**src/hw/rtl/pas_pkg.sv**
```systemverilog
// ----------------------------------------------------------------------------
// pas_pkg
// Shared types, codes and priority helpers for the priority aging scheduler.
// ----------------------------------------------------------------------------
package pas_pkg;

    // Slot table geometry
    localparam int NUM_SLOTS = 16;
    localparam int IDX_W     = $clog2(NUM_SLOTS);
    localparam int CNT_W     = $clog2(NUM_SLOTS + 1);

    // Fixed field widths
    localparam int FUNC_W   = 2;
    localparam int SLOT_W   = 4;
    localparam int REQ_W    = 8;
    localparam int PRIO_W   = 6;
    localparam int STAMP_W  = 32;
    localparam int STATUS_W = 2;

    typedef logic signed [PRIO_W-1:0] prio_t;
    typedef logic signed [REQ_W-1:0]  req_prio_t;
    typedef logic [STAMP_W-1:0]       stamp_t;

    // Priority window
    localparam prio_t PRIO_MIN = -6'sd20;
    localparam prio_t PRIO_MAX = 6'sd20;

    // Function codes
    localparam logic [FUNC_W-1:0] FUNC_INSERT   = 2'd0;
    localparam logic [FUNC_W-1:0] FUNC_REMOVE   = 2'd1;
    localparam logic [FUNC_W-1:0] FUNC_SET_PRIO = 2'd2;
    localparam logic [FUNC_W-1:0] FUNC_SCHEDULE = 2'd3;

    // Status codes
    localparam logic [STATUS_W-1:0] STAT_OK       = 2'd0;
    localparam logic [STATUS_W-1:0] STAT_NO_READY = 2'd1;
    localparam logic [STATUS_W-1:0] STAT_IN_USE   = 2'd2;
    localparam logic [STATUS_W-1:0] STAT_EMPTY    = 2'd3;

    // Word stored in the priority memory
    typedef struct packed {
        prio_t dyn;
        prio_t stat;
    } prio_word_t;

    // One slot as seen by the compare unit
    typedef struct packed {
        prio_t  dyn;
        prio_t  stat;
        stamp_t stamp;
    } entry_t;

    localparam int PRIO_WORD_W = $bits(prio_word_t);

    // Clamp a requested priority into the window
    function automatic prio_t clamp_req(input req_prio_t p);
        prio_t r;
        if (p < -8'sd20) begin
            r = PRIO_MIN;
        end else if (p > 8'sd20) begin
            r = PRIO_MAX;
        end else begin
            r = p[PRIO_W-1:0];
        end
        return r;
    endfunction

    // Clamp an aged sum (one bit wider than a priority) into the window
    function automatic prio_t clamp_sum(input logic signed [PRIO_W:0] s);
        prio_t r;
        if (s < -7'sd20) begin
            r = PRIO_MIN;
        end else if (s > 7'sd20) begin
            r = PRIO_MAX;
        end else begin
            r = s[PRIO_W-1:0];
        end
        return r;
    endfunction

endpackage

```
**src/hw/rtl/pas_ram.sv**
```systemverilog
// ----------------------------------------------------------------------------
// pas_ram
// Generic simple dual-port RAM: one write port, one registered read port.
// ----------------------------------------------------------------------------
module pas_ram #(
    parameter int WIDTH = 8,
    parameter int DEPTH = 16
) (
    input  logic                     aclk,
    input  logic                     we,
    input  logic [$clog2(DEPTH)-1:0] waddr,
    input  logic [WIDTH-1:0]         wdata,
    input  logic [$clog2(DEPTH)-1:0] raddr,
    output logic [WIDTH-1:0]         rdata
);
    logic [WIDTH-1:0] mem_reg [DEPTH];
    logic [WIDTH-1:0] rdata_reg;

    // write port
    always_ff @(posedge aclk) begin
        if (we) begin
            mem_reg[waddr] <= wdata;
        end
    end

    // registered read
    always_ff @(posedge aclk) begin
        rdata_reg <= mem_reg[raddr];
    end

    assign rdata = rdata_reg;

endmodule

```
**src/hw/rtl/pas_eval.sv**
```systemverilog
// ----------------------------------------------------------------------------
// pas_eval
// Shared compare and aging unit: decides whether a candidate slot beats the
// current best and forms its aged dynamic priority.
// ----------------------------------------------------------------------------
module pas_eval (
    input  pas_pkg::entry_t cand,
    input  pas_pkg::entry_t best,
    input  logic            best_found,
    input  pas_pkg::prio_t  aging_step,
    output logic            take,
    output pas_pkg::prio_t  aged
);
    import pas_pkg::*;

    logic                    beats;
    logic signed [PRIO_W:0]  sum;

    // lower dynamic, then lower static, then earlier arrival
    always_comb begin
        if (cand.dyn != best.dyn) begin
            beats = cand.dyn < best.dyn;
        end else if (cand.stat != best.stat) begin
            beats = cand.stat < best.stat;
        end else begin
            beats = cand.stamp < best.stamp;
        end
    end

    assign take = !best_found || beats;

    // aging add, kept inside the priority window
    assign sum  = {cand.dyn[PRIO_W-1], cand.dyn} + {aging_step[PRIO_W-1], aging_step};
    assign aged = clamp_sum(sum);

endmodule

```
**src/hw/rtl/priority_aging_scheduler.sv**
```systemverilog
// ----------------------------------------------------------------------------
// priority_aging_scheduler
// Task slot table with insert, remove, set-priority and aging schedule.
// ----------------------------------------------------------------------------
// Flow: every accepted word yields one result word. Insert, remove and
// set-priority go from the idle state straight to the result state, which
// loads the output register and returns to idle. The slot memories have
// one read port, so a schedule scan visits one slot per cycle through the
// shared compare and aging unit, writing each aged priority back behind the
// read. The registered read puts each compare behind its read, and the scan
// ends once the compare stage has drained. The fix state then restores the
// winner's priority and the result state loads the output register. s_tready
// is low while a word is in work. A finished result waits in the output
// register without holding off the next input word; that word's result then
// waits until the output register is free, and s_tready stays low meanwhile.
// Slot memories need no clearing after reset, since only slots marked ready
// are ever compared or aged.
// ----------------------------------------------------------------------------
module priority_aging_scheduler (
    input  logic        aclk,
    input  logic        aresetn,
    // input stream
    input  logic        s_tvalid,
    output logic        s_tready,
    input  logic [15:0] s_tdata,   // [3:0] slot, [11:4] prio, [15:12] zero
    input  logic [1:0]  s_tuser,   // [1:0] func
    // result stream
    output logic        m_tvalid,
    input  logic        m_tready,
    output logic [7:0]  m_tdata,   // [3:0] picked_slot, [7:4] zero
    output logic [2:0]  m_tuser,   // [0] picked_valid, [2:1] status
    // configuration
    input  logic        cfg_valid,
    output logic        cfg_ready,
    input  logic [5:0]  cfg_data   // aging_step
);
    import pas_pkg::*;

    localparam logic [1:0] ST_IDLE = 2'd0;
    localparam logic [1:0] ST_SCAN = 2'd1;
    localparam logic [1:0] ST_FIX  = 2'd2;
    localparam logic [1:0] ST_RES  = 2'd3;

    // input fields
    logic [FUNC_W-1:0] in_func;
    logic [SLOT_W-1:0] in_slot;
    req_prio_t         in_prio;
    prio_t             in_prio_c;
    logic [IDX_W-1:0]  in_idx;
    logic              in_range;

    assign in_func   = s_tuser[FUNC_W-1:0];
    assign in_slot   = s_tdata[SLOT_W-1:0];
    assign in_prio   = s_tdata[SLOT_W+REQ_W-1:SLOT_W];
    assign in_prio_c = clamp_req(in_prio);
    assign in_idx    = IDX_W'(in_slot);
    assign in_range  = int'(in_slot) < NUM_SLOTS;

    // control state
    logic [1:0]           state_reg, state_next;
    logic [NUM_SLOTS-1:0] ready_reg, ready_next;
    stamp_t               arr_cnt_reg, arr_cnt_next;
    prio_t                step_reg, step_next;
    logic [CNT_W-1:0]     cnt_reg, cnt_next;
    logic                 cmp_vld_reg, cmp_vld_next;
    logic                 found_reg, found_next;
    logic                 m_tvalid_reg, m_tvalid_next;

    // payload
    logic [IDX_W-1:0]     cmp_idx_reg, cmp_idx_next;
    entry_t               best_reg, best_next;
    logic [IDX_W-1:0]     best_idx_reg, best_idx_next;
    logic                 res_valid_reg, res_valid_next;
    logic [SLOT_W-1:0]    res_slot_reg, res_slot_next;
    logic [STATUS_W-1:0]  res_status_reg, res_status_next;
    logic [7:0]           m_tdata_reg, m_tdata_next;
    logic [2:0]           m_tuser_reg, m_tuser_next;

    // memory ports
    logic                 pw_en;
    logic [IDX_W-1:0]     pw_addr;
    prio_word_t           pw_data;
    logic [PRIO_WORD_W-1:0] pr_data;
    logic                 sw_en;
    stamp_t               sr_data;
    logic [IDX_W-1:0]     rd_addr;

    // compare unit
    entry_t               cand;
    prio_word_t           pr_word;
    logic                 take;
    prio_t                aged;

    assign rd_addr = cnt_reg[IDX_W-1:0];

    pas_ram #(
        .WIDTH(PRIO_WORD_W),
        .DEPTH(NUM_SLOTS)
    ) u_prio_ram (
        .aclk (aclk),
        .we   (pw_en),
        .waddr(pw_addr),
        .wdata(pw_data),
        .raddr(rd_addr),
        .rdata(pr_data)
    );

    pas_ram #(
        .WIDTH(STAMP_W),
        .DEPTH(NUM_SLOTS)
    ) u_stamp_ram (
        .aclk (aclk),
        .we   (sw_en),
        .waddr(in_idx),
        .wdata(arr_cnt_reg),
        .raddr(rd_addr),
        .rdata(sr_data)
    );

    assign pr_word    = prio_word_t'(pr_data);
    assign cand.dyn   = pr_word.dyn;
    assign cand.stat  = pr_word.stat;
    assign cand.stamp = sr_data;

    pas_eval u_eval (
        .cand      (cand),
        .best      (best_reg),
        .best_found(found_reg),
        .aging_step(step_reg),
        .take      (take),
        .aged      (aged)
    );

    // sequencer
    always_comb begin
        state_next      = state_reg;
        ready_next      = ready_reg;
        arr_cnt_next    = arr_cnt_reg;
        step_next       = step_reg;
        cnt_next        = cnt_reg;
        cmp_vld_next    = 1'b0;
        cmp_idx_next    = cmp_idx_reg;
        found_next      = found_reg;
        best_next       = best_reg;
        best_idx_next   = best_idx_reg;
        res_valid_next  = res_valid_reg;
        res_slot_next   = res_slot_reg;
        res_status_next = res_status_reg;
        m_tvalid_next   = m_tvalid_reg;
        m_tdata_next    = m_tdata_reg;
        m_tuser_next    = m_tuser_reg;
        pw_en           = 1'b0;
        pw_addr         = in_idx;
        pw_data         = '{dyn: in_prio_c, stat: in_prio_c};
        sw_en           = 1'b0;

        // register write
        if (cfg_valid) begin
            step_next = cfg_data;
        end

        // output word taken
        if (m_tvalid_reg && m_tready) begin
            m_tvalid_next = 1'b0;
        end

        unique case (state_reg)
            ST_IDLE: begin
                if (s_tvalid) begin
                    res_valid_next  = 1'b0;
                    res_slot_next   = '0;
                    res_status_next = STAT_OK;
                    if (in_func == FUNC_SCHEDULE) begin
                        cnt_next   = '0;
                        found_next = 1'b0;
                        state_next = ST_SCAN;
                    end else begin
                        state_next = ST_RES;
                        if (!in_range) begin
                            res_status_next = STAT_EMPTY;
                        end else if (in_func == FUNC_INSERT) begin
                            if (ready_reg[in_idx]) begin
                                res_status_next = STAT_IN_USE;
                            end else begin
                                ready_next[in_idx] = 1'b1;
                                pw_en              = 1'b1;
                                sw_en              = 1'b1;
                                arr_cnt_next       = arr_cnt_reg + 1'b1;
                            end
                        end else if (!ready_reg[in_idx]) begin
                            res_status_next = STAT_EMPTY;
                        end else if (in_func == FUNC_REMOVE) begin
                            ready_next[in_idx] = 1'b0;
                        end else begin
                            pw_en = 1'b1;
                        end
                    end
                end
            end
            ST_SCAN: begin
                // issue next read
                if (cnt_reg != CNT_W'(NUM_SLOTS)) begin
                    cnt_next     = cnt_reg + 1'b1;
                    cmp_vld_next = 1'b1;
                    cmp_idx_next = cnt_reg[IDX_W-1:0];
                end
                // compare and age the slot read last cycle
                if (cmp_vld_reg && ready_reg[cmp_idx_reg]) begin
                    pw_en   = 1'b1;
                    pw_addr = cmp_idx_reg;
                    pw_data = '{dyn: aged, stat: cand.stat};
                    if (take) begin
                        best_next     = cand;
                        best_idx_next = cmp_idx_reg;
                        found_next    = 1'b1;
                    end
                end
                if (!cmp_vld_reg && cnt_reg == CNT_W'(NUM_SLOTS)) begin
                    state_next = ST_FIX;
                end
            end
            ST_FIX: begin
                // winner drops back to its static priority
                if (found_reg) begin
                    pw_en           = 1'b1;
                    pw_addr         = best_idx_reg;
                    pw_data         = '{dyn: best_reg.stat, stat: best_reg.stat};
                    res_valid_next  = 1'b1;
                    res_slot_next   = SLOT_W'(best_idx_reg);
                    res_status_next = STAT_OK;
                end else begin
                    res_valid_next  = 1'b0;
                    res_slot_next   = '0;
                    res_status_next = STAT_NO_READY;
                end
                state_next = ST_RES;
            end
            ST_RES: begin
                if (!m_tvalid_reg || m_tready) begin
                    m_tvalid_next = 1'b1;
                    m_tdata_next  = {4'b0, res_slot_reg};
                    m_tuser_next  = {res_status_reg, res_valid_reg};
                    state_next    = ST_IDLE;
                end
            end
            default: begin
                state_next = ST_IDLE;
            end
        endcase
    end

    // control registers
    always_ff @(posedge aclk) begin
        if (!aresetn) begin
            state_reg    <= ST_IDLE;
            ready_reg    <= '0;
            arr_cnt_reg  <= '0;
            step_reg     <= -6'sd1;
            cnt_reg      <= '0;
            cmp_vld_reg  <= 1'b0;
            found_reg    <= 1'b0;
            m_tvalid_reg <= 1'b0;
        end else begin
            state_reg    <= state_next;
            ready_reg    <= ready_next;
            arr_cnt_reg  <= arr_cnt_next;
            step_reg     <= step_next;
            cnt_reg      <= cnt_next;
            cmp_vld_reg  <= cmp_vld_next;
            found_reg    <= found_next;
            m_tvalid_reg <= m_tvalid_next;
        end
    end

    // payload registers
    always_ff @(posedge aclk) begin
        cmp_idx_reg    <= cmp_idx_next;
        best_reg       <= best_next;
        best_idx_reg   <= best_idx_next;
        res_valid_reg  <= res_valid_next;
        res_slot_reg   <= res_slot_next;
        res_status_reg <= res_status_next;
        m_tdata_reg    <= m_tdata_next;
        m_tuser_reg    <= m_tuser_next;
    end

    assign s_tready  = state_reg == ST_IDLE;
    assign cfg_ready = 1'b1;
    assign m_tvalid  = m_tvalid_reg;
    assign m_tdata   = m_tdata_reg;
    assign m_tuser   = m_tuser_reg;

endmodule

```
**config.mk**
```make
export PLATFORM = sky130hd
export DESIGN_NAME = priority_aging_scheduler
export DESIGN_NICKNAME = d
export VERILOG_FILES = /design/src/hw/rtl/pas_pkg.sv /design/src/hw/rtl/pas_ram.sv /design/src/hw/rtl/pas_eval.sv /design/src/hw/rtl/priority_aging_scheduler.sv
export SDC_FILE = /design/constraint.sdc
export NUM_CORES = 1
export LEC_CHECK = 0
export ABC_AREA = 0
export BUFFER_PORTS_ARGS = -buffer_cell sky130_fd_sc_hd__buf_4
export CORE_ASPECT_RATIO = 1.5
export CORE_MARGIN = 2
export CORE_UTILIZATION = 24
export DETAILED_ROUTE_END_ITERATION = 7
export PLACE_DENSITY = 0.42
export SETUP_SLACK_MARGIN = 0.2
export SYNTH_ARGS = -nofsm -noshare
export SYNTH_HDL_FRONTEND = slang
export SYNTH_SLANG_ARGS = --single-unit
```
**constraint.sdc**
```tcl
create_clock -name aclk -period 7.84 [get_ports aclk]
set_input_delay 1.568 -clock aclk [delete_from_list [all_inputs] [get_ports aclk]]
set_output_delay 1.568 -clock aclk [all_outputs]
set_load 0.005 [all_outputs]
```
After elaboration in Yosys (flattened, before gate mapping)
Memories as Yosys holds them, arrays and structs flattened. A register that Yosys moved wholly into a read port is not among the register bits.
Cells that the tools add are included.
{"block": "op_classes", "bitwise_logic": 5, "addsub": 3, "n_reduce_logical": 25, "n_eq_ne": 17, "mux": 69, "div_mod_pow": 0, "n_mul": 0, "shifts": 0, "magnitude_cmp": 10}
{"cell": "2-to-1 mux 16 bit", "n": 4}
{"cell": "adder 32 x 1 -> 32 bit (second input constant)", "n": 1}
{"cell": "< comparator 32 bit", "n": 1}
{"cell": "2-to-1 mux 1 bit", "n": 31}
{"cell": "2-to-1 mux 12 bit", "n": 2}
{"cell": "2-to-1 mux 6 bit", "n": 4}
{"cell": "case mux 12 bit (2 select lines)", "n": 1}
{"cell": "2-to-1 mux 2 bit", "n": 9}
{"cell": "bitwise AND 16 bit", "n": 1}
{"cell": "2-to-1 mux 4 bit", "n": 4}
{"cell": "inverter 16 bit", "n": 1}
{"cell": "OR 16 bit", "n": 1}
{"cell": "case mux 4 bit (2 select lines)", "n": 2}
{"cell": "2-to-1 mux 5 bit", "n": 3}
{"cell": "inequality test 2 bit (second input constant)", "n": 7}
{"cell": "< comparator 6 bit", "n": 2}
{"cell": "inequality test 6 bit", "n": 2}
{"cell": "< comparator 4 x 5 -> 1 bit (second input constant)", "n": 2}
{"cell": "case mux 5 bit (2 select lines)", "n": 1}
{"cell": "AND reduction 5 bit", "n": 2}
{"cell": "binary-select mux 1 bit (select 4 bit)", "n": 2}
{"cell": "greater-than comparator 8 x 6 -> 1 bit (second input constant)", "n": 1}
{"cell": "< comparator 8 x 6 -> 1 bit (second input constant)", "n": 1}
{"cell": "case mux 2 bit (4 select lines)", "n": 1}
{"cell": "24 further kinds", "n": 43}
{"block": "totals", "latch_bits": 0, "output_inout_bits": 14, "input_bits": 29, "memories": 2, "elab_cells": 149, "romBits": 0, "regBits": 130, "ram_bits": 704}
{"name": "u_stamp_ram.mem_reg", "depth": 16, "word_bits": 32, "read_ports": 1, "rd_ports_with_merged_regs": 1, "wr": 1, "line_no": "pas_ram.sv:16", "source": "logic [WIDTH-1:0] mem_reg [DEPTH];"}
{"name": "u_prio_ram.mem_reg", "depth": 16, "word_bits": 12, "read_ports": 1, "rd_ports_with_merged_regs": 1, "wr": 1, "line_no": "pas_ram.sv:16"}

Depth between registers and ports, before layout
Gate-level depths: netlist of the first run.
{"block": "depth", "ltp_word": 9, "depth_mapped": 11, "depth_no_buf": 10}

Modules after synthesis
A second synthesis of the first run with hierarchy kept.
{"block": "hier_totals", "cells_unflattened": 1962, "hier_area_um2": 35074.9}
{"mod": "pas_ram at u_stamp_ram", "area_per_inst_um2": 19835.3, "n_inst": 1, "seq_area_each_um2": 16015.4, "cells_each": 838}
{"mod": "pas_ram at u_prio_ram", "area_per_inst_um2": 7599.8, "n_inst": 1, "seq_area_each_um2": 6005.8, "cells_each": 329}
{"mod": "priority_aging_scheduler", "area_per_inst_um2": 6130.9, "n_inst": 1, "seq_area_each_um2": 3263.1, "cells_each": 577}
{"mod": "pas_eval", "area_per_inst_um2": 1508.9, "n_inst": 1, "seq_area_each_um2": 0.0, "cells_each": 218}

Least setup slack after synthesis of the first run
OpenSTA, ideal clock, no wires.
{"block": "synth_timing", "path_kind": "input to register", "from": "input port s_tdata[1]", "to": "memory u_stamp_ram.mem_reg[10][0] in the netlist's numbering (enable)", "path_buffers": 1, "setup_ns": 0.421, "arrival_ns": 4.726, "setup_slack_ns": 2.693, "required_ns": 7.419, "path_stages": 8, "path_cell_list": "clkbuf_1 mux4_2 a22o_1 nor2_1 ha_1 nor3b_1 nand3b_1 nor2_1"}
{"block": "synth_via", "elab_chain_len": 9}
{"item": "start: declaration", "line_no": "priority_aging_scheduler.sv:25", "source": "input logic [15:0] s_tdata,"}
{"item": "binary-select mux 1 bit (select 4 bit)", "line_no": "priority_aging_scheduler.sv:182", "source": "if (ready_reg[in_idx]) begin"}
{"item": "2-to-1 mux 1 bit (not written as such)", "line_no": "priority_aging_scheduler.sv:182"}
{"item": "2-to-1 mux 1 bit", "line_no": "priority_aging_scheduler.sv:182"}
{"item": "2-to-1 mux 1 bit", "line_no": "priority_aging_scheduler.sv:181", "source": "end else if (in_func == FUNC_INSERT) begin"}
{"item": "2-to-1 mux 1 bit", "line_no": "priority_aging_scheduler.sv:173", "source": "if (in_func == FUNC_SCHEDULE) begin"}
{"item": "2-to-1 mux 1 bit", "line_no": "priority_aging_scheduler.sv:169", "source": "if (s_tvalid) begin"}
{"item": "2-to-1 mux 1 bit", "line_no": "priority_aging_scheduler.sv:167", "source": "unique case (state_reg)"}
{"item": "2-to-1 mux 1 bit", "line_no": "pas_ram.sv:21", "source": "if (we) begin"}
{"item": "2-to-1 mux 1 bit (not written as such)", "line_no": "pas_ram.sv:22", "source": "mem_reg[waddr] <= wdata;"}
{"item": "end: declaration", "line_no": "pas_ram.sv:16"}
Several ways; a longest one is shown, not always the timed one. The select of a mux whose other input is x is not followed.

Final worst setup path of the first run
{"block": "layout_timing", "from": "input port s_tdata[0]", "to": "memory u_stamp_ram.mem_reg[10][28] in the netlist's numbering (enable)"}
The elaborated chain is that of the path after synthesis.

==> implementation parameters, run 1 <==
Parameter                              Value

Layout
  Max FFs per register    512
  Layout overhead on the synthesized area    17.38%
  Nets@finish    1992
  Final core utilization    28.40%
  Fraction of layout instances using a drive strength above 1    24.19%

Placement
  HPWL after DPL    51110 um
  Port bufs    33
  Routability congestion estimate    0.7379

Synth
  Post-synthesis share of cell area spent on xor and xnor gates    0.8599%
  Fraction of the yosys area taken by sequential cells    73.01%
  Synth Area in Adders    2.218%
  Mux contribution to synthesized area    15.13%
  Simple-gate share of the synthesized area    4.329%
  Yosys warnings    0
  Main flop type after synthesis    sky130_fd_sc_hd__edfxtp_1
  Mapped Avg Cell Area    19.28 um2
  Compound-gate portion of the synthesized area    2.786%
  Number of synthesized register bits    878
  Synth unique cells    61
  Gate Count Post-Synth    1796
  Number of enable-type register cells in the synthesized netlist    770
  Ys async rst share    0%
  Dominant combinational cell family by area after synthesis    multiplexers
  Netlist Area Pre-Place    34630 um2

Clocking
  Buffers from clock root to sink, at most    3
  Clock net sink count    878
  Number of levels in the clock H-tree    3
  CTS buffer count    95
  Count of hold buffers inserted by post-cts repair    0
  Number of gates given a new drive strength after cts    0
  Clock root buffer master    sky130_fd_sc_hd__clkbuf_16
  Later-pin clock latency in the skew report    700 ps
  Clock transition time at the flip-flop clock pins of the worst setup and hold paths    60 ps
  CTS tree    built
  Post-CTS setup buffer count    0

Drt
  Remaining routing DRC violations    0
  Vias after detailed routing    16880
  Antenna-violating nets left    0
  Routed wire per std cell    21.96 um
  1st-pass router iterations    5
  Via count normalized by instance count    4.355
  Count of routing violations after the opening detailed-route iteration    1145
  Routed Wire Length    85120 um

Worst setup path
  CP endpoint kind    flop
  Highest net fanout along the worst path    17
  Data required time of the worst path    8170 ps
  Flop-to-flop setup slack    3420 ps
  Classification of the worst setup path    in2reg
  Data arrival time of the critical path    5450 ps
  Kind of start point of the critical path    primary input

Die
  Chip Width    314.2 um
  Area of the die    147400 um2
  Die outline height    469.2 um
  Core Rows    170
  Initial Utilization    24.19%
  Count of pins on the block boundary    43
  Standard cell core area    143200 um2

STA
  Setup clock skew after layout    46.96 ps
  Final Cycle Share    65.39%
  Min Tclk post-route    5127 ps
  Achievable clock frequency    195.1 MHz
  Slew margin rel.    15.06%
  Aggregate negative setup slack    0 ps
  Total setup violations reported at the end of the flow    0
  Number of max-slew violations in the final report    0
  Unrepaired setup endpoints after global routing    false
  Hold violation count in the final report    0
  Worst Tran Pin Value    1274 ps

Power and ir drop
  Share of power burned in registers    48.6%
  Internal Pwr Total    0.008406 W
  Net switching power of the design    0.002679 W
  Leakage power of the design    13.77 nW
  Portion of total power attributed to combinational logic    10.7%
  Total chip power    0.01108 W
  Total power per unit cell area    272.7 nW/um2
  Max IR drop VDD    151.8 uV
  Part of the power in the clock network    40.7%
  Sw frac    24.17%

Global route
  First-pass GRT wire length    125500 um
  Via count of the first global-routing pass    18560
  All-layer global routing usage    11.64%
  Antenna violations before repair    1
  Maximum number of pins on one net before global-route repair    90
  Total overflow reported by the global router    0

Job
  Max_cap viols    0

Hold path
  Path type of the worst min-delay path    reg2reg

Run status
  Status    finished clean
## metal layers
| layer | share of wire, % | vias to the layer above | track usage (%) | wire [um] |
|---|---|---|---|---|
| li1 | - | 7444 | - | - |
| met1 | 39 | 9023 | 13.31 | 33480 |
| met2 | 54 | 304 | 21.50 | 46070 |
| met3 | 3.7 | 113 | 1.880 | 3124 |
| met4 | 2.9 | 0 | 4.420 | 2457 |
| met5 | 0 | - | 0 | 0 |
## cell usage after synthesis (all sizes together) (3+ instances only)
library cell	count	share of area (%)
nor3	12	0.19
a22oi	4	0.087
ha	59	2.1
a211oi	5	0.11
inv	64	0.69
buf	31	0.43
a21oi	29	0.42
or3	16	0.29
a21boi	22	0.48
nor2	60	0.66
nand3b	6	0.17
nand4	22	0.40
dfxtp	108	6.2
and2	32	0.58
o221ai	4	0.10
mux2i	15	0.43
a221o	4	0.12
nand2b	12	0.22
edfxtp	770	67
clkbuf	47	0.51
a22o	4	0.10
nand2	58	0.63
xnor2	22	0.56
mux4	225	15
a21o	11	0.24
nor4	5	0.13
and4	7	0.18
o21a	3	0.065
nor2b	15	0.27
xor2	12	0.30
nand3	25	0.36
o21ai	52	0.75
and3	10	0.18
## through the flow
| stage | setup WS, ps | hold slack, ps | cells | area [um2] |
|---|---|---|---|---|
| after floorplan | 2693 | 399.5 | 1799 | 34640 |
| after global placement | 2047 | 411.6 | 3698 | 37480 |
| after detailed placement | 2032 | 412.4 | 3698 | 37480 |
| after CTS | 2757 | 425.8 | 3876 | 40650 |
| after global routing | 2589 | 430.1 | 3877 | 40650 |
| final | 2713 | 429.7 | 3877 | 40650 |
## cells in the final DEF (no fill, tap or decap), types with 5 or more instances in the layout
| cell type | Yosys | final |
|---|---|---|
| sky130_fd_sc_hd__a21oi_1 | 29 | 28 |
| sky130_fd_sc_hd__buf_4 | 6 | 84 |
| sky130_fd_sc_hd__clkbuf_1 | 47 | 27 |
| sky130_fd_sc_hd__bufinv_16 | 0 | 9 |
| sky130_fd_sc_hd__nand3b_1 | 5 | 5 |
| sky130_fd_sc_hd__nand2b_1 | 12 | 12 |
| sky130_fd_sc_hd__nand4_1 | 22 | 22 |
| sky130_fd_sc_hd__a211oi_1 | 5 | 5 |
| sky130_fd_sc_hd__xor2_1 | 12 | 12 |
| sky130_fd_sc_hd__a21boi_0 | 20 | 20 |
| sky130_fd_sc_hd__clkbuf_16 | 0 | 95 |
| sky130_fd_sc_hd__and4_1 | 7 | 7 |
| sky130_fd_sc_hd__nand2_1 | 58 | 58 |
| sky130_fd_sc_hd__xnor2_1 | 22 | 22 |
| sky130_fd_sc_hd__edfxtp_1 | 770 | 770 |
| sky130_fd_sc_hd__or3_1 | 16 | 16 |
| sky130_fd_sc_hd__and2_1 | 32 | 32 |
| sky130_fd_sc_hd__ha_1 | 59 | 59 |
| sky130_fd_sc_hd__o21ai_0 | 52 | 52 |
| sky130_fd_sc_hd__nor2_1 | 59 | 43 |
| sky130_fd_sc_hd__conb_1 | 2 | 5 |
| sky130_fd_sc_hd__nand3_1 | 25 | 25 |
| sky130_fd_sc_hd__clkbuf_8 | 0 | 8 |
| sky130_fd_sc_hd__nor2_4 | 0 | 16 |
| sky130_fd_sc_hd__a21o_1 | 11 | 11 |
| sky130_fd_sc_hd__clkinv_2 | 0 | 15 |
| sky130_fd_sc_hd__clkinv_1 | 1 | 12 |
| sky130_fd_sc_hd__nor2b_1 | 15 | 15 |
| sky130_fd_sc_hd__and3_1 | 10 | 10 |
| sky130_fd_sc_hd__mux2i_1 | 15 | 15 |
| sky130_fd_sc_hd__inv_1 | 64 | 64 |
| sky130_fd_sc_hd__mux4_2 | 225 | 225 |
| sky130_fd_sc_hd__nor3_1 | 11 | 11 |
| sky130_fd_sc_hd__dfxtp_1 | 108 | 104 |
## power groups by stage
stage | combinational [W] | sequential (W) | clock [W]
after floorplan | 0.000879 | 0.00541 | 0
after global placement | 0.00120 | 0.00548 | 0
after detailed placement | 0.00122 | 0.00549 | 0
after CTS | 0.00122 | 0.00539 | 0.00466
after global routing | 0.00132 | 0.00540 | 0.00481
final | 0.00119 | 0.00538 | 0.00452
## cell families (layout without fill, tap and decap cells)
| group | after synthesis | after routing |
|---|---|---|
| flops | 878 | 878 |
| compound gates | 152 | 152 |
| buf+inv | 143 | 328 |
| simple gates | 284 | 284 |
| other cells | 2 | 6 |
| xor+xnor | 34 | 34 |
| mux | 242 | 242 |
| fa+ha+maj | 61 | 61 |
## path summary, 6_finish.rpt
check	from	to	cells after the start
worst max-delay path	s_tdata[0]	u_stamp_ram.mem_reg[10][28]	9
worst min-delay path	res_slot_reg[0]	m_tdata[0]	0
worst max register to register	best_reg[11]	best_idx_reg[1]	11
worst min register to register	res_slot_reg[0]	m_tdata[0]	0
## final cells by class
cell class / instances / area, um2
timing repair buffer: 85 / 650.6
tap: 1892 / 2367
inverter: 65 / 244.0
clock buffer: 130 / 2589
sequential: 878 / 25300
multi-input combinational: 778 / 8920
fill: 14100 / 102500
antenna: 1 / 2.502
clock inverter: 48 / 575.6
## worst max-delay path, cell delays in order
cell	delay [ps]
sky130_fd_sc_hd__buf_4	180
sky130_fd_sc_hd__mux4_2	530
sky130_fd_sc_hd__a22o_1	260
sky130_fd_sc_hd__nor2_1	310
sky130_fd_sc_hd__ha_1	200
sky130_fd_sc_hd__nor3b_1	570
sky130_fd_sc_hd__nand3b_1	500
sky130_fd_sc_hd__nor2_4	860
sky130_fd_sc_hd__buf_4	460
No activity file was read; power rests on OpenSTA's default activity.
==> run 2: changes to the inputs <==
ABC_AREA = 1   (was 0)
PLACE_DENSITY = 0.44   (was 0.42)
clock period = 4.4 ns   (was 7.84 ns; I/O delays follow)
==> implementation parameters, run 2 <==
Parameter                              Value

Drt
  Count of routing violations after the opening detailed-route iteration    1572
  Via count normalized by instance count    4.503
  Antenna-violating nets left    0
  1st-pass router iterations    7
  Vias after detailed routing    22740
  Remaining routing DRC violations    0
  Routed wire per std cell    19.86 um
  Routed Wire Length    100300 um

STA
  Hold violation count in the final report    0
  Unrepaired setup endpoints after global routing    false
  Min Tclk post-route    3355 ps
  Total setup violations reported at the end of the flow    0
  Slew margin rel.    30.45%
  Aggregate negative setup slack    0 ps
  Final Cycle Share    76.24%
  Achievable clock frequency    298.1 MHz
  Worst Tran Pin Value    1043 ps
  Number of max-slew violations in the final report    0
  Setup clock skew after layout    43.13 ps
  Setup slack after layout    1045 ps

Synth
  Most instantiated library cell after synthesis    sky130_fd_sc_hd__edfxtp_1
  Number of enable-type register cells in the synthesized netlist    770
  Mapped Avg Cell Area    11.79 um2
  Simple-gate share of the synthesized area    12.30%
  Synth unique cells    48
  Mux contribution to synthesized area    0%
  Dominant combinational cell family by area after synthesis    simple AND/OR/NAND/NOR gates
  Yosys warnings    0
  Netlist Area Pre-Place    35720 um2
  Post-synth top cells    sky130_fd_sc_hd__edfxtp_1, sky130_fd_sc_hd__nor2_1, sky130_fd_sc_hd__nand2_1
  Area share of the largest cell type after synthesis    64.73%
  Compound-gate portion of the synthesized area    10.69%
  Ys async rst share    0%
  Cell taking the most area after synthesis    sky130_fd_sc_hd__edfxtp_1
  Fraction of the yosys area taken by sequential cells    70.78%
  Post-synthesis share of cell area spent on xor and xnor gates    0.4904%
  Leading cell types by total area after synthesis    sky130_fd_sc_hd__edfxtp_1, sky130_fd_sc_hd__dfxtp_1, sky130_fd_sc_hd__o21ai_0
  Number of synthesized register bits    878
  Main flop type after synthesis    sky130_fd_sc_hd__edfxtp_1
  Synth Area in Adders    2.123%
  Gate Count Post-Synth    3030

Worst setup path
  Biggest cell delay along the critical path    650 ps
  CP endpoint kind    flop
  Flop-to-flop setup slack    1050 ps
  Data required time of the worst path    4760 ps
  Setup crit start    state_reg[1]
  Family with the most delay on the worst path    simple AND/OR/NAND/NOR gates
  Classification of the worst setup path    reg2reg
  Slowest cell on the critical path    sky130_fd_sc_hd__ha_1
  Highest net fanout along the worst path    18
  Critical path buffers and inverters    3
  R2r startpoint    state_reg[1]
  Cell-by-cell trace of the critical path    inv_1, ha_1, inv_1, a211oi_1, nand3_1, o21ai_0, nand3_1, nor2_1, buf_4
  Kind of start point of the critical path    flop
  Data arrival time of the critical path    3720 ps

Layout
  Highest-count cells in the layout ignoring fill and taps    sky130_fd_sc_hd__edfxtp_1, sky130_fd_sc_hd__nor2_1, sky130_fd_sc_hd__nand2_1, sky130_fd_sc_hd__o21ai_0, sky130_fd_sc_hd__o22ai_1
  Inserted Diodes    0
  Fraction of layout instances using a drive strength above 1    9.056%
  Total non-filler cell area in the finished layout    41560 um2
  Most common cell after layout, fill and taps aside    sky130_fd_sc_hd__edfxtp_1
  Final core utilization    28.07%
  Layout overhead on the synthesized area    16.34%
  Count of non-filler cells in the finished layout    5050
  Max FFs per register    512
  Nets@finish    3140

Power and ir drop
  Leakage power of the design    14.84 nW
  Internal Pwr Total    0.01457 W
  Portion of total power attributed to combinational logic    12.4%
  Max IR drop VDD    271.6 uV
  Total power per unit cell area    474.5 nW/um2
  Part of the power in the clock network    38.5%
  Net switching power of the design    0.005149 W
  Sw frac    26.11%
  Share of power burned in registers    49.1%

Placement
  Routability congestion estimate    0.8252
  Pre-CTS setup slack    868.3 ps
  Port bufs    33
  HPWL after DPL    55890 um
  Total placed instance area    38650 um2
  Dpl cells    4888

Global route
  All-layer global routing usage    12.96%
  Total overflow reported by the global router    0
  Maximum number of pins on one net before global-route repair    181
  Antenna violations before repair    0
  First-pass GRT wire length    148000 um
  Via count of the first global-routing pass    22730

Die
  Chip Width    319.0 um
  Count of pins on the block boundary    43
  Area of the die    152000 um2
  Standard cell core area    148100 um2
  Initial Utilization    24.13%
  Die outline height    476.5 um
  Core Rows    173

Clocking
  Count of hold buffers inserted by post-cts repair    0
  Clock root buffer master    sky130_fd_sc_hd__clkbuf_16
  Number of levels in the clock H-tree    3
  Clock transition time at the flip-flop clock pins of the worst setup and hold paths    60 ps
  Later-pin clock latency in the skew report    690 ps
  CTS tree    built
  Number of gates given a new drive strength after cts    0
  Clock net sink count    878
  Post-CTS setup buffer count    0
  CTS buffer count    86
  Buffers from clock root to sink, at most    3

Job
  Max_cap viols    0

Hold path
  Hold_sp    res_slot_reg[3]
  Path type of the worst min-delay path    reg2reg

Run status
  Status    finished clean
## run 2: changes by cell type in the layout (fill, tap and decap cells not counted), moves of 19 or more
cell / before / now
sky130_fd_sc_hd__nor2_1: 43 / 437
sky130_fd_sc_hd__nand3_1: 25 / 46
sky130_fd_sc_hd__inv_1: 64 / 151
sky130_fd_sc_hd__and2_1: 32 / 0
sky130_fd_sc_hd__o22ai_1: 2 / 182
sky130_fd_sc_hd__nand2_1: 58 / 413
sky130_fd_sc_hd__nand4_1: 22 / 61
sky130_fd_sc_hd__buf_4: 84 / 65
sky130_fd_sc_hd__mux4_2: 225 / 0
sky130_fd_sc_hd__a21boi_0: 20 / 1
sky130_fd_sc_hd__a21oi_1: 28 / 76
sky130_fd_sc_hd__o21ai_0: 52 / 404
sky130_fd_sc_hd__buf_12: 1 / 27
## run 2: layout make-up
| class | count | area (um2) |
|---|---|---|
| Clock buffer | 138 | 2666 |
| Clock inverter | 24 | 240.2 |
| Fill cell | 15310 | 106500 |
| Inverter | 160 | 614.3 |
| Multi-Input combinational cell | 1833 | 9309 |
| Sequential cell | 878 | 25290 |
| Tap cell | 1925 | 2409 |
| Timing Repair Buffer | 92 | 1028 |
## run 2: per-layer routing
metal / GRT usage [%] / share of wire [%] / vias to the layer above
li1: - / - / 10900
met1: 14.78 / 40 / 11310
met2: 24.85 / 54 / 410
met3: 1.570 / 3.3 / 129
met4: 4.009 / 2.3 / 0
met5: 0 / 0 / -
## run 2: worst paths after layout
path | to | cells past startpoint
max | u_prio_ram.mem_reg[4][11] | 9
min | m_tdata[3] | 0
max reg2reg | u_prio_ram.mem_reg[4][11] | 9
min reg2reg | m_tdata[3] | 0
## run 2: power by group through the flow
stage / combinational (W) / sequential, W / clock, W
global route: 0.00272 / 0.00970 / 0.00810
floorplan: 0.00161 / 0.00978 / 0
CTS: 0.00250 / 0.00968 / 0.00780
finish: 0.00244 / 0.00968 / 0.00760
detailed placement: 0.00250 / 0.00986 / 0
global placement: 0.00249 / 0.00986 / 0
## run 2: cells by family after synthesis
family | count (synthesis)
other cells | 2
fa+ha+maj | 60
xor+xnor | 20
simple gates | 1045
compound gates | 703
buf+inv | 322
flops | 878
## run 2: per-stage QoR
stage | hold WS, ps | total power [W]
finish | 422.0 | 0.01972
global route | 426.1 | 0.02052
CTS | 378.8 | 0.01998
detailed placement | 408.0 | 0.01236
global placement | 403.9 | 0.01234
floorplan | 400.3 | 0.01139
==> run 3: changes to the inputs <==
PLACE_DENSITY = 0.42   (was 0.44)
clock period = 3.5 ns   (was 4.4 ns; I/O delays follow)
==> implementation parameters, run 3 (synthesis results as in run 2) <==
Parameter                              Value

Run status
  Status    finished clean

STA
  Setup slack after layout    527.7 ps
  Min Tclk post-route    2972 ps
  Slew margin rel.    36.22%
  Worst Tran Pin Value    956.6 ps
  Unrepaired setup endpoints after global routing    false
  Total setup violations reported at the end of the flow    0
  Final Cycle Share    84.92%
  Setup clock skew after layout    28.54 ps
  Hold violation count in the final report    0
  Number of max-slew violations in the final report    0
  Aggregate negative setup slack    0 ps
  Achievable clock frequency    336.4 MHz

Worst setup path
  Flop-to-flop setup slack    530 ps
  Kind of start point of the critical path    flop
  R2r startpoint    step_reg[0]
  Worst R2R End    u_prio_ram.mem_reg[6][8]
  Path depth of the worst reg2reg path    15
  Data required time of the worst path    3770 ps
  Classification of the worst setup path    reg2reg
  Highest net fanout along the worst path    16
  CP endpoint kind    flop
  Data arrival time of the critical path    3240 ps

Job
  Max_cap viols    0

Global route
  First-pass GRT wire length    151000 um
  Via count of the first global-routing pass    23330
  Total overflow reported by the global router    0
  Antenna violations before repair    1
  Maximum number of pins on one net before global-route repair    191
  All-layer global routing usage    13.12%

Drt
  1st-pass router iterations    5
  Antenna-violating nets left    0
  Routed wire per std cell    19.72 um
  Count of routing violations after the opening detailed-route iteration    1512
  Vias after detailed routing    23170
  Routed Wire Length    101000 um
  Remaining routing DRC violations    0
  Via count normalized by instance count    4.526

Clocking
  CTS tree    built
  Later-pin clock latency in the skew report    690 ps
  Number of gates given a new drive strength after cts    0
  Clock root buffer master    sky130_fd_sc_hd__clkbuf_16
  CTS buffer count    92
  Number of levels in the clock H-tree    3
  Clock transition time at the flip-flop clock pins of the worst setup and hold paths    60 ps
  Clock net sink count    878
  Buffers from clock root to sink, at most    3

Layout
  Highest-count cells in the layout ignoring fill and taps    sky130_fd_sc_hd__edfxtp_1, sky130_fd_sc_hd__nor2_1, sky130_fd_sc_hd__nand2_1, sky130_fd_sc_hd__o21ai_0, sky130_fd_sc_hd__o22ai_1
  Inserted Diodes    0
  Fraction of layout instances using a drive strength above 1    10.92%
  Nets@finish    3206
  Final core utilization    28.49%
  Most common cell after layout, fill and taps aside    sky130_fd_sc_hd__edfxtp_1
  Max FFs per register    512
  Layout overhead on the synthesized area    18.08%
  Count of fill cells added during filler insertion    15350
  Total non-filler cell area in the finished layout    42180 um2
  Count of non-filler cells in the finished layout    5120

Placement
  Dpl cells    4947
  Total placed instance area    39200 um2
  Port bufs    33
  Pre-CTS setup slack    234.4 ps
  Routability congestion estimate    0.8041
  HPWL after DPL    60080 um

Die
  Chip Width    319.0 um
  Initial Utilization    24.13%
  Area of the die    152000 um2
  Count of pins on the block boundary    43
  Standard cell core area    148100 um2
  Core Rows    173
  Die outline height    476.5 um

Power and ir drop
  Leakage power of the design    15.23 nW
  Total power per unit cell area    593.2 nW/um2
  Max IR drop VDD    359.1 uV

Hold path
  Hold_sp    cfg_data[0]
  Path type of the worst min-delay path    in2reg
  Cell depth of the worst min-delay path    3
  Sink of the worst hold path    step_reg[0]
run 3: layer usage:
layer	global-route usage, %	part of all wire (%)	vias to the layer above
met3	1.498	3.2	171
met4	4.946	3.1	2
met5	0	0.013	-
met2	23.95	52	406
li1	-	-	11050
met1	15.71	42	11550
run 3: worst max path at each step:
stage | startpoint | endpoint | slack, ps | cells after the start
floorplan | s_tdata[1] | u_stamp_ram.mem_reg[0][0] | -300 | 12
global route | step_reg[0] | u_prio_ram.mem_reg[14][8] | 220 | 15
global placement | s_tdata[1] | flop | 240 | 14
finish | step_reg[0] | u_prio_ram.mem_reg[6][8] | 530 | 15
detailed placement | s_tdata[1] | flop | 230 | 14
CTS | cmp_idx_reg[0] | u_prio_ram.mem_reg[4][0] | 400 | 12
run 3: cell type report:
class / count / area (um2) / area share (%)
Timing Repair Buffer: 152 / 1567 / 3.714
Inverter: 160 / 614.3 / 1.456
Clock buffer: 129 / 2575 / 6.105
Sequential cell: 878 / 25290 / 59.96
Tap cell: 1925 / 2409 / 5.710
Clock inverter: 43 / 389.1 / 0.9225
Multi-Input combinational cell: 1833 / 9334 / 22.13
run 3: where the power goes:
part | internal (W) | leakage (nW) | switching, W
logic | 0.000874 | 5.14 | 0.00237
clock network | 0.00552 | 1.43 | 0.00415
registers | 0.0120 | 8.66 | 0.000116
run 3: repair_timing:
| action | CTS | global route |
|---|---|---|
| hold buffers | 0 | 0 |
| setup endpoints to repair | 0 | 18 |
| buffers inserted | 0 | 1 |
run 3: worst max-delay path: stages (launching register included):
cell	delay (ps)
sky130_fd_sc_hd__dfxtp_1	340
sky130_fd_sc_hd__ha_1	240
sky130_fd_sc_hd__fa_1	410
sky130_fd_sc_hd__nand3_1	100
sky130_fd_sc_hd__nand2_1	90
sky130_fd_sc_hd__xnor2_1	230
sky130_fd_sc_hd__o21bai_1	150
sky130_fd_sc_hd__nand2_1	60
sky130_fd_sc_hd__nand2_1	90
sky130_fd_sc_hd__inv_1	50
sky130_fd_sc_hd__nor2_1	170
sky130_fd_sc_hd__nand2_1	90
sky130_fd_sc_hd__nand2_1	60
sky130_fd_sc_hd__nand2_1	40
sky130_fd_sc_hd__nand2_1	60
sky130_fd_sc_hd__nand2_1	350
run 3: per-stage QoR:
step / total power [W] / hold slack (ps)
after global placement: 0.01564 / 407.4
after detailed placement: 0.01566 / 405.4
after CTS: 0.02540 / 170.8
final: 0.02502 / 229.6
after floorplan: 0.01432 / 400.3
after global routing: 0.02609 / 225.0
